**config.mk**
```make
export PLATFORM = sky130hd
export DESIGN_NAME = kedw_age_unit
export DESIGN_NICKNAME = d
export VERILOG_FILES = /design/src/rtl/kedw_pkg.sv /design/src/rtl/kedw_age_unit.sv
export SDC_FILE = /design/constraint.sdc
export NUM_CORES = 1
export LEC_CHECK = 0
export BUFFER_PORTS_ARGS = -buffer_cell sky130_fd_sc_hd__clkbuf_2
export CORE_MARGIN = 4
export CORE_UTILIZATION = 30
export DETAILED_ROUTE_END_ITERATION = 8
export PLACE_DENSITY_LB_ADDON = 0.12
export RECOVER_POWER = 50
export SLEW_MARGIN = 40
export SYNTH_ARGS = -nofsm -noshare
export SYNTH_HDL_FRONTEND = slang
export SYNTH_SLANG_ARGS = --single-unit
export TNS_END_PERCENT = 100
```
**constraint.sdc**
```tcl
create_clock -name vclk -period 4.6
set_clock_uncertainty 0.15 [all_clocks]
set_input_delay 0.46 -clock vclk [all_inputs]
set_output_delay 0.46 -clock vclk [all_outputs]
set_load 0.03 [all_outputs]
```
**src/rtl/kedw_pkg.sv**
```systemverilog
`timescale 1ns / 1ps
`default_nettype none

package kedw_pkg;

    localparam int KEY_W   = 64;
    localparam int TIME_W  = 48;
    localparam int COUNT_W = 32;
    localparam int CFG_W   = 48;
    localparam int CFG_IDX_W = 1;

    localparam logic [CFG_IDX_W-1:0] REG_WINDOW_TICKS      = 1'b0;
    localparam logic [CFG_IDX_W-1:0] REG_IDLE_EXPIRY_TICKS = 1'b1;

    localparam logic [TIME_W-1:0]  WINDOW_RESET = 48'd1000000000;
    localparam logic [TIME_W-1:0]  IDLE_RESET   = 48'd60000000000;
    localparam logic [COUNT_W-1:0] COUNT_MAX    = 32'hFFFF_FFFF;

    typedef struct packed {
        logic               valid;
        logic [KEY_W-1:0]   key;
        logic [COUNT_W-1:0] repeats;
        logic [TIME_W-1:0]  delivered_time;
    } entry_t;

    typedef struct packed {
        logic [TIME_W-1:0] now;
        logic [TIME_W-1:0] then_time;
        logic [TIME_W-1:0] limit;
    } age_req_t;

    typedef struct packed {
        logic below;
    } age_rsp_t;

endpackage

`default_nettype wire

```
**src/rtl/kedw_age_unit.sv**
```systemverilog
`timescale 1ns / 1ps
`default_nettype none

module kedw_age_unit
    import kedw_pkg::*;
(
    input  age_req_t req,
    output age_rsp_t rsp
);

    logic [TIME_W-1:0] age;

    // wrap modulo the timestamp width
    assign age       = req.now - req.then_time;
    assign rsp.below = (age < req.limit);

endmodule

`default_nettype wire

```
* Word-level counts from Yosys, hierarchy flattened
Cells that the tools add are included.
** Operators by class
- Add/subtract/negate cells :: 1
- Magnitude comparators :: 1
** Operators by type and width (count)
- < comparator 48 bit :: 1
- subtractor 48 bit :: 1
** Storage, ports and cells
- Logic and storage cells :: 2
- Output and inout port bits :: 1
- Flip-flop bits (word level) :: 0
- Input port bits :: 144

* Logic depth before layout (Yosys ltp)
Gate-level depths: netlist (run 1).
- Depth after elaboration :: 2
- Gate-level depth with buffers :: 21
- Gate-level depth less buffers :: 21

* Least setup slack after synthesis (run 1)
OpenSTA, ideal clock, no wires.
- Path kind :: input -> output
- Start :: in req[96] in the netlist's numbering
- End :: out rsp
- Arrival time :: 4296 ps
- Required time :: 3990 ps
- Stages on the path :: 19
- Slack :: -306 ps
- Path buffers :: 0
- Path through :: inv_1 -> ha_1 -> inv_1 -> fa_1 -> a21o_2 -> a221oi_2 -> nand4bb_2 -> a21oi_2 -> o21ai_0 -> o221ai_1 -> xor2_1 -> ha_1 -> a21o_1 -> a221o_1 -> a221o_1 -> nand2_1 -> o211ai_1 -> a221oi_1 -> o31a_1
** Between the ends
- Longest elaborated chain between the ends :: 2
** Ends and longest elaborated chain
- from (decl) :: line kedw_age_unit.sv:7 : input age_req_t req,
- subtractor 48 bit :: line kedw_age_unit.sv:14 : assign age = req.now - req.then_time;
- < comparator 48 bit :: line kedw_age_unit.sv:15 : assign rsp.below = (age < req.limit);
- to (decl) :: line kedw_age_unit.sv:8 : output age_rsp_t rsp
Every way passes these cells.

* Worst setup path in the final report (run 1)
Ends and elaborated chain as after synthesis.

==> flow_summary.json, run 1 <==
{
  "synth-compound-area-share_pct": 32.83,
  "drtAntennaViolNets": 0,
  "arrival_ps": 4370,
  "initialDrtViolationCount": 209,
  "die_h_um": 127.2,
  "crit_end": "rsp",
  "synthMuxAreaShare_pct": 0.7048,
  "syn_area_per_cell_um2": 6.838,
  "seq_area_frac_synth_pct": 0,
  "viasPerCell": 4.871,
  "first_pass_iters": 5,
  "finalCriticalPeriod_ps": 4982,
  "cp.required_ps": 3990,
  "grt_max_degree": 11,
  "fillers": 1523,
  "vias": 5095,
  "avgRoutedWirePerCell_um": 13.49,
  "hpwl_um": 13010,
  "synth-simple-area-share_pct": 17.62,
  "critical_path_cell_count": 24,
  "synth_xor_area_share_pct": 8.634,
  "diodes": 0,
  "syn_inst": 623,
  "setup_viol": 1,
  "timing.critical_path.buf_inv": 5,
  "start_util_pct": 30.69,
  "seq_cells": 0,
  "startpoint_type": "input port",
  "final_min_period_over_clock_period_pct": 108.3,
  "p_seq_share_pct": 0,
  "syn_to_final_growth_pct": 43.82,
  "p_comb_share_pct": 100.0,
  "grt-ovfl-total": 0,
  "hold_viol": 0,
  "fin_hold_ws_ps": 1493,
  "core_area_um2": 13880,
  "crit_family": "compound AO/OA/AOI/OAI gates",
  "portBuffers": 145,
  "final_core_util_pct": 44.14,
  "failed_checks": "setup timing",
  "synth_top_family_by_area": "compound AO/OA/AOI/OAI gates",
  "grt_pass1_vias": 5095,
  "antenna_found_initial": 0,
  "synthesis.nets": 862,
  "switching_share_pct": 49.61,
  "n_clock_buffer": 0,
  "synth-adder-area-share_pct": 28.08,
  "max_stage_delay_ps": 350,
  "setup_ws_ps": -382.3,
  "grt_first_pass_wirelength_um": 23580,
  "power.internal_uw": 464.3,
  "drive_above_1_share_pct": 34.41,
  "final.setup.tns_ps": -382.3,
  "yosysWarnings": 0,
  "grt_usage_pct": 17.07,
  "nets": 1107,
  "pin_count": 145,
  "worst_pin_slew_ps": 523.0,
  "drv_slew": 0,
  "rsz0062_at_grt": "yes",
  "crit_start": "req[96]",
  "routabilityCongestion": 0.8735,
  "die_width_um": 127.2,
  "crit_chain": "clkbuf_16 -> inv_12 -> ha_4 -> inv_2 -> fa_2 -> a21o_4 -> a221oi_4 -> nand4bb_4 -> buf_6 -> a211oi_4 -> o21ai_2 -> nand2_1 -> a211oi_2 -> xnor2_1 -> ha_2 -> a21o_1 -> a21o_1 -> a21o_1 -> a21o_1 -> a21o_1 -> a21o_1 -> a221oi_2 -> o31a_1 -> clkbuf_8",
  "clock.fmax_mhz": 200.7,
  "peakVddDrop_uv": 53.25,
  "rows": 43,
  "synth.distinct_cells": 62,
  "cp_max_fo": 2,
  "power_density_nw_per_um2": 150.4,
  "critPathKind": "input port to output port",
  "relSlewSlack_pct": 64.76,
  "hp-class": "input port to output port",
  "clkPwrFrac_pct": 0,
  "ff_latch_area_um2": 0,
  "slowest_stage": "fa_2",
  "drt-total-wl_um": 14110,
  "p_sw_uw": 457.0,
  "p_leak_nw": 3.559,
  "pre_cts_slack_ps": -657.4,
  "crit_path_frequent_cell": "a21o_1",
  "drv_cap": 0,
  "status": "finished, violations left",
  "netlist_area_um2": 4260,
  "die_area_um2": 16170,
  "cp-end-kind": "output port",
  "drc": 0
}
routing by layer:
metal	vias to the layer above	track usage [%]	part of all wire [%]
li1	2691	-	-
met1	2282	25.13	51
met2	118	28.86	44
met3	4	0.8361	4.3
met4	0	1.009	0.43
met5	-	0	0
cells in the final DEF, fill, tap and decap left out, types with 3 or more instances in the layout:
cell,n
a211oi_2,3
nand4_1,18
o21ai_2,4
o21a_1,7
o21ai_0,26
a211oi_1,4
nand2b_1,5
xnor2_1,30
nand3_1,12
and3_1,6
o21ai_1,5
a21o_1,44
inv_1,111
mux2i_1,3
ha_1,92
clkbuf_2,143
nand2_1,40
nor2b_1,3
o2111ai_1,3
nor4_2,3
o211ai_1,5
a21oi_2,3
or2_2,3
o21bai_1,14
buf_4,113
a21oi_1,59
a31oi_1,5
o31ai_1,3
nor2_1,30
xor2_1,12
nor3_1,10
worst min path at each step:
stage | start | to | slack (ps) | cells past startpoint
finish | req[46] | rsp | 1490 | 7
global route | req[46] | rsp | 1550 | 7
CTS | req[46] | rsp | 1500 | 7
detailed placement | req[46] | rsp | 1510 | 7
global placement | req[46] | rsp | 1500 | 7
floorplan | req[47] | rsp | 1210 | 4
synthesized netlist by cell type, types with 3 or more instances:
library cell  number  area, µm²
clkbuf_1           7      26.28
a21oi_1           59      295.3
o31ai_1            4      30.03
mux2i_1            3      30.03
ha_1              94       1176
a31oi_1            5      31.28
nor2_1            30      112.6
inv_1            113      424.2
o211ai_1           5      37.54
nor4_2             3      37.54
a21oi_2            3      26.28
o2111ai_1          3      26.28
xor2_1            12      105.1
buf_2              5      25.02
nand4_1           18      112.6
nand2b_1           5      31.28
a211oi_1           5      37.54
o21ai_1            7      35.03
a211oi_2           3      37.54
nand3_1           12      60.06
nor3_1            11      55.05
o21ai_0           27      135.1
or2_2              3      18.77
a21o_1            44      330.3
o21bai_1          14      105.1
nand2_1           40      150.1
and3_1             6      37.54
xnor2_1           30      262.8
nor2b_1            3      18.77
o21a_1             7      52.55
tightest hold or removal path, stage by stage:
cell and delay (ps):
clkbuf_2 80, inv_1 60, ha_1 150, a21o_1 100, a221oi_2 50, o31a_1 120, clkbuf_8 160
kinds of logic (layout without fill, tap and decap cells):
logic type,count (synthesis),in the layout
AO/OA/AOI/OAI,209,209
AND/OR/NAND/NOR,145,145
multiplexers,3,3
buffers and inverters,129,372
XOR/XNOR,42,42
adder cells (fa/ha/maj),95,95
metrics by stage:
step	power (mW)	cells	area, µm²
final	0.9213	1046	6127
after global routing	1.042	1046	6127
after CTS	0.9182	1044	6076
after detailed placement	0.8936	1040	5984
after global placement	0.8817	1040	5984
after floorplan	0.5620	623	4315
area by class of cell:
cell class         instances  area, µm²  share of cell area [%]
multi-input cells        494       3851                   62.85
well taps                180      225.2                   3.676
inverters                113      436.7                   7.127
repair buffers           259       1614                   26.34
power groups by stage:
stage / registers [mW] / clock network (mW) / logic [mW]
final: 0 / 0 / 0.921
after global routing: 0 / 0 / 1.04
after CTS: 0 / 0 / 0.918
after detailed placement: 0 / 0 / 0.894
after global placement: 0 / 0 / 0.882
after floorplan: 0 / 0 / 0.562
repair_timing:
item	CTS	global route
hold buffers	0	0
setup endpoints to repair	1	1
buffers inserted	4	2
resized for setup	10	7
pin swaps	8	8
Power figures use the tool's default switching activity.
==> inputs of run 2 (changes only) <==
- CORE_ASPECT_RATIO: unset -> 0.6
- SLEW_MARGIN: 40 -> 20
==> run 2 against run 1 <==
  * The flow still finishes with violations (setup timing)
  * Die area increased by 0.38%
  * Maximum frequency decreased by 1.0%
  * Via count increased by 2.6%
  * Core utilization rose by 1.0 points
  * Sequential share of layout area unchanged
  * Hold slack better by 2.4 ps
==> flow_summary.json, run 2 (synthesized netlist as in run 1, its figures left out) <==
{
  "grt_max_degree": 11,
  "start_util_pct": 30.89,
  "final_common_cell": "clkbuf_2",
  "critPathKind": "input port to output port",
  "power_density_nw_per_um2": 152.9,
  "failed_checks": "setup timing",
  "first_pass_iters": 5,
  "syn_to_final_growth_pct": 46.14,
  "hp-class": "input port to output port",
  "setup_ws_ps": -433.2,
  "p_leak_nw": 3.609,
  "drtAntennaViolNets": 0,
  "setup_viol": 1,
  "mostFrequentLayoutCells": "clkbuf_2, buf_4, inv_1",
  "finalCriticalPeriod_ps": 5033,
  "vias": 5228,
  "fillers": 1490,
  "p_seq_share_pct": 0,
  "relSlewSlack_pct": 61.44,
  "avgRoutedWirePerCell_um": 14.87,
  "pin_count": 145,
  "initialDrtViolationCount": 318,
  "diodes": 0,
  "hpwl_um": 14480,
  "drc": 0,
  "clkPwrFrac_pct": 0,
  "ff_latch_area_um2": 0,
  "die_h_um": 100.3,
  "die_width_um": 161.8,
  "drv_cap": 0,
  "final_core_util_pct": 45.15,
  "final.setup.tns_ps": -433.2,
  "final_min_period_over_clock_period_pct": 109.4,
  "grt_pass1_vias": 5211,
  "drv_slew": 0,
  "cp_max_fo": 3,
  "arrival_ps": 4420,
  "worst_pin_slew_ps": 572.3,
  "nets": 1117,
  "peakVddDrop_uv": 40.56,
  "grt-ovfl-total": 0,
  "portBuffers": 145,
  "clock.fmax_mhz": 198.7,
  "whs_path_depth": 7,
  "antenna_found_initial": 0,
  "grt_usage_pct": 18.93,
  "rows": 33,
  "power.internal_uw": 468.5,
  "p_sw_uw": 483.5,
  "viasPerCell": 4.895,
  "startpoint_type": "input port",
  "die_area_um2": 16230,
  "seq_cells": 0,
  "hold_viol": 0,
  "p_comb_share_pct": 100.0,
  "status": "finished, violations left",
  "cp.required_ps": 3990,
  "grt_first_pass_wirelength_um": 25480,
  "multi_input_area_um2": 3864,
  "routabilityCongestion": 0.9031,
  "n_clock_buffer": 0,
  "rsz0062_at_grt": "yes",
  "switching_share_pct": 50.78,
  "cp-end-kind": "output port",
  "drt-total-wl_um": 15880,
  "core_area_um2": 13790,
  "drive_above_1_share_pct": 35.27
}
## run 2: cell count changes in the layout (fill, tap and decap cells not counted), sizes merged
cell / delta
buf: +10
## run 2: stage by stage
stage               cells  setup slack [ps]  hold WS, ps  total power, mW  cell area (µm²)
floorplan             623            -60.73         1209           0.5620             4315
global placement     1064            -568.3         1521           0.9032             6090
detailed placement   1064            -660.8         1529           0.9213             6090
CTS                  1068            -407.7         1506           0.9447             6198
global route         1068            -602.3         1538            1.061             6226
finish               1068            -433.2         1495           0.9520             6226
## run 2: routing by layer
metal | wire [µm] | part of all wire [%] | vias to the layer above | GRT usage [%]
met1 | 8943 | 56 | 2338 | 31.62
li1 | - | - | 2715 | -
met3 | 855 | 5.4 | 10 | 0.9848
met4 | 114 | 0.72 | 0 | 1.365
met5 | 0 | 0 | - | 0
met2 | 5965 | 38 | 165 | 27.10
## run 2: final timing paths
path | from | end | slack [ps]
setup / recovery | req[96] | rsp | -430
hold / removal | req[46] | rsp | 1500
## run 2: cell type report
class,instances,share of cell area [%]
Inverter,113,7.014
Multi-Input combinational cell,494,62.06
Tap cell,192,3.859
Timing Repair Buffer,269,27.07
## run 2: what timing repair did
item,CTS,global route
pin swaps,12,1
gates resized for setup,13,5
hold buffers,0,0
buffers inserted,4,0
endpoints found under the setup margin,1,1
## run 2: power by group through the flow
stage / Sequential (mW) / Clock (mW) / Combinational [mW]
after global placement: 0 / 0 / 0.903
after CTS: 0 / 0 / 0.945
after floorplan: 0 / 0 / 0.562
after global routing: 0 / 0 / 1.06
after detailed placement: 0 / 0 / 0.921
final: 0 / 0 / 0.952
## run 2: critical path, stage by stage
cell and delay, ps:
clkbuf_16 130, inv_12 40, ha_4 120, inv_2 30, fa_2 340, a21o_4 230, a221oi_4 260, nand4bb_4 210
a21oi_4 70, o211a_1 250, o21ai_1 220, a21oi_1 120, nor3_2 220, ha_1 270, a21o_1 180, a21o_1 150
a21o_1 150, a21o_1 150, a21o_1 150, a221oi_2 260, o31a_1 220, clkbuf_8 170
==> inputs of run 3 (changes only) <==
- clock period: 4.6 -> 4.17 ns (I/O delays scaled with it)
==> run 3 against run 2 <==
  * The flow still finishes with violations (setup timing)
  * Sequential cell count is the same
  * Die area is the same
  * Cell count grew 2.4%
  * Core utilization grew 1.4 points
  * Combinational power grew 13%
  * Via count grew 1.2%
  * Sequential share of layout area is the same
  * Cell area grew 3.2%
  * Routed wire length shrank 2.3%
  * Global-route usage shrank 0.24 points
  * Critical path type unchanged
  * Highest routed layer unchanged
==> flow_summary.json, run 3 (synthesized netlist as in run 1, its figures left out) <==
{
  "status": "finished, violations left",
  "failed_checks": "setup timing",
  "grt_pass1_vias": 5259,
  "antenna_found_initial": 0,
  "mostFrequentLayoutCells": "buf_4, clkbuf_2, inv_1",
  "avgRoutedWirePerCell_um": 14.18,
  "viasPerCell": 4.835,
  "slowest_stage": "fa_2",
  "drt-met1-wl_um": 8653,
  "hold_end": "rsp",
  "hold_viol": 0,
  "start_util_pct": 30.89,
  "final_common_cell": "buf_4",
  "vias": 5290,
  "top_layer": "met4",
  "hpwl_um": 14350,
  "relSlewSlack_pct": 66.13,
  "grt_first_pass_wirelength_um": 25350,
  "core_area_um2": 13790,
  "drt-total-wl_um": 15510,
  "wl_met2_um": 5761,
  "routabilityCongestion": 0.9057,
  "final_min_period_over_clock_period_pct": 116.8,
  "nets": 1143,
  "initialDrtViolationCount": 373,
  "max_stage_delay_ps": 340,
  "hold_path_startpoint": "req[47]",
  "crit_chain": "clkbuf_16 -> inv_12 -> ha_4 -> inv_2 -> fa_2 -> a21o_4 -> a221oi_4 -> nand4bb_4 -> a21oi_2 -> o21ai_2 -> o221ai_2 -> xor2_1 -> ha_1 -> a21o_1 -> a221o_1 -> a221o_1 -> nand2_1 -> o211ai_1 -> a221oi_2 -> o31a_1 -> clkbuf_8",
  "setup_ws_ps": -699.3,
  "rsz0062_at_grt": "yes",
  "ff_latch_area_um2": 0,
  "drv_cap": 0,
  "power_density_nw_per_um2": 168.6,
  "worst_pin_slew_ps": 502.7,
  "diodes": 0,
  "drive_above_1_share_pct": 37.25,
  "startpoint_type": "input port",
  "seq_cells": 0,
  "wl_met3_um": 1032,
  "cp.required_ps": 3600,
  "peakVddDrop_uv": 53.40,
  "die_area_um2": 16230,
  "multi_input_area_um2": 3866,
  "pre_cts_slack_ps": -989.9,
  "grt-ovfl-total": 0,
  "p_leak_nw": 3.735,
  "hp-class": "input port to output port",
  "whs_path_depth": 7,
  "setup_viol": 1,
  "clock.fmax_mhz": 205.4,
  "crit_path_frequent_cell": "a221o_1",
  "portBuffers": 145,
  "drtAntennaViolNets": 0,
  "first_pass_iters": 5,
  "die_h_um": 100.3,
  "placedCellCount": 1092,
  "cp_max_fo": 3,
  "cp-end-kind": "output port",
  "drv_slew": 0,
  "die_width_um": 161.8,
  "rows": 33,
  "syn_to_final_growth_pct": 50.78,
  "grt_max_degree": 10,
  "fin_cells": 1094,
  "fillers": 1468,
  "grt_usage_pct": 18.70,
  "pin_count": 145,
  "drc": 0,
  "critPathKind": "input port to output port",
  "n_clock_buffer": 0,
  "finalCriticalPeriod_ps": 4869,
  "arrival_ps": 4300
}
==> run 3: how the worst max path moves through the flow <==
stage,start,to,slack (ps),cells past startpoint
6_report,req[96],rsp,-700,21
5_1_grt,req[96],rsp,-910,23
4_1_cts,req[96],rsp,-720,21
3_5_place_dp,req[96],rsp,-990,21
3_3_place_gp,req[96],rsp,-940,22
2_1_floorplan,req[96],rsp,-400,20
==> run 3: per-layer routing <==
metal	up-vias	GRT usage [%]
li1	2763	-
met1	2348	30.64
met2	173	26.91
met3	6	2.052
met4	0	0.9097
met5	-	0
==> run 3: cell type report <==
type,count,area share (%)
inverter,113,6.798
tap,192,3.740
multi-input combinational,494,60.19
timing repair buffer,295,29.28
==> run 3: power by group <==
part           internal [mW]  switching, mW  total, mW
clock                      0              0          0
sequential                 0              0          0
combinational          0.546          0.537       1.08
total                  0.546          0.537       1.08
==> run 3: through the flow <==
stage / setup TNS (ps) / instance area, µm² / power (mW) / hold slack [ps] / util, %
2_1_floorplan: -404.7 / 4315 / 0.6199 / 1123 / -
3_3_place_gp: -937.7 / 6300 / 1.024 / 1418 / 45.68
3_5_place_dp: -989.9 / 6300 / 1.045 / 1402 / 45.68
4_1_cts: -716.2 / 6391 / 1.072 / 1392 / 46.34
5_1_grt: -913.2 / 6424 / 1.204 / 1432 / 46.58
6_report: -699.3 / 6424 / 1.083 / 1379 / 46.58
==> run 3: worst max-delay path: cells and delay by family <==
kind	cells	cell delay [ps]
XOR/XNOR	1	150
AND/OR/NAND/NOR	2	260
buffers and inverters	4	370
adder cells (fa/ha/maj)	3	790
AO/OA/AOI/OAI	11	2310
==> run 3: repair_timing <==
item	CTS	global route
pin swaps	13	3
hold buffers	0	0
setup endpoints to repair	1	1
cloned	0	0
setup buffers	2	0
resized for setup	12	7
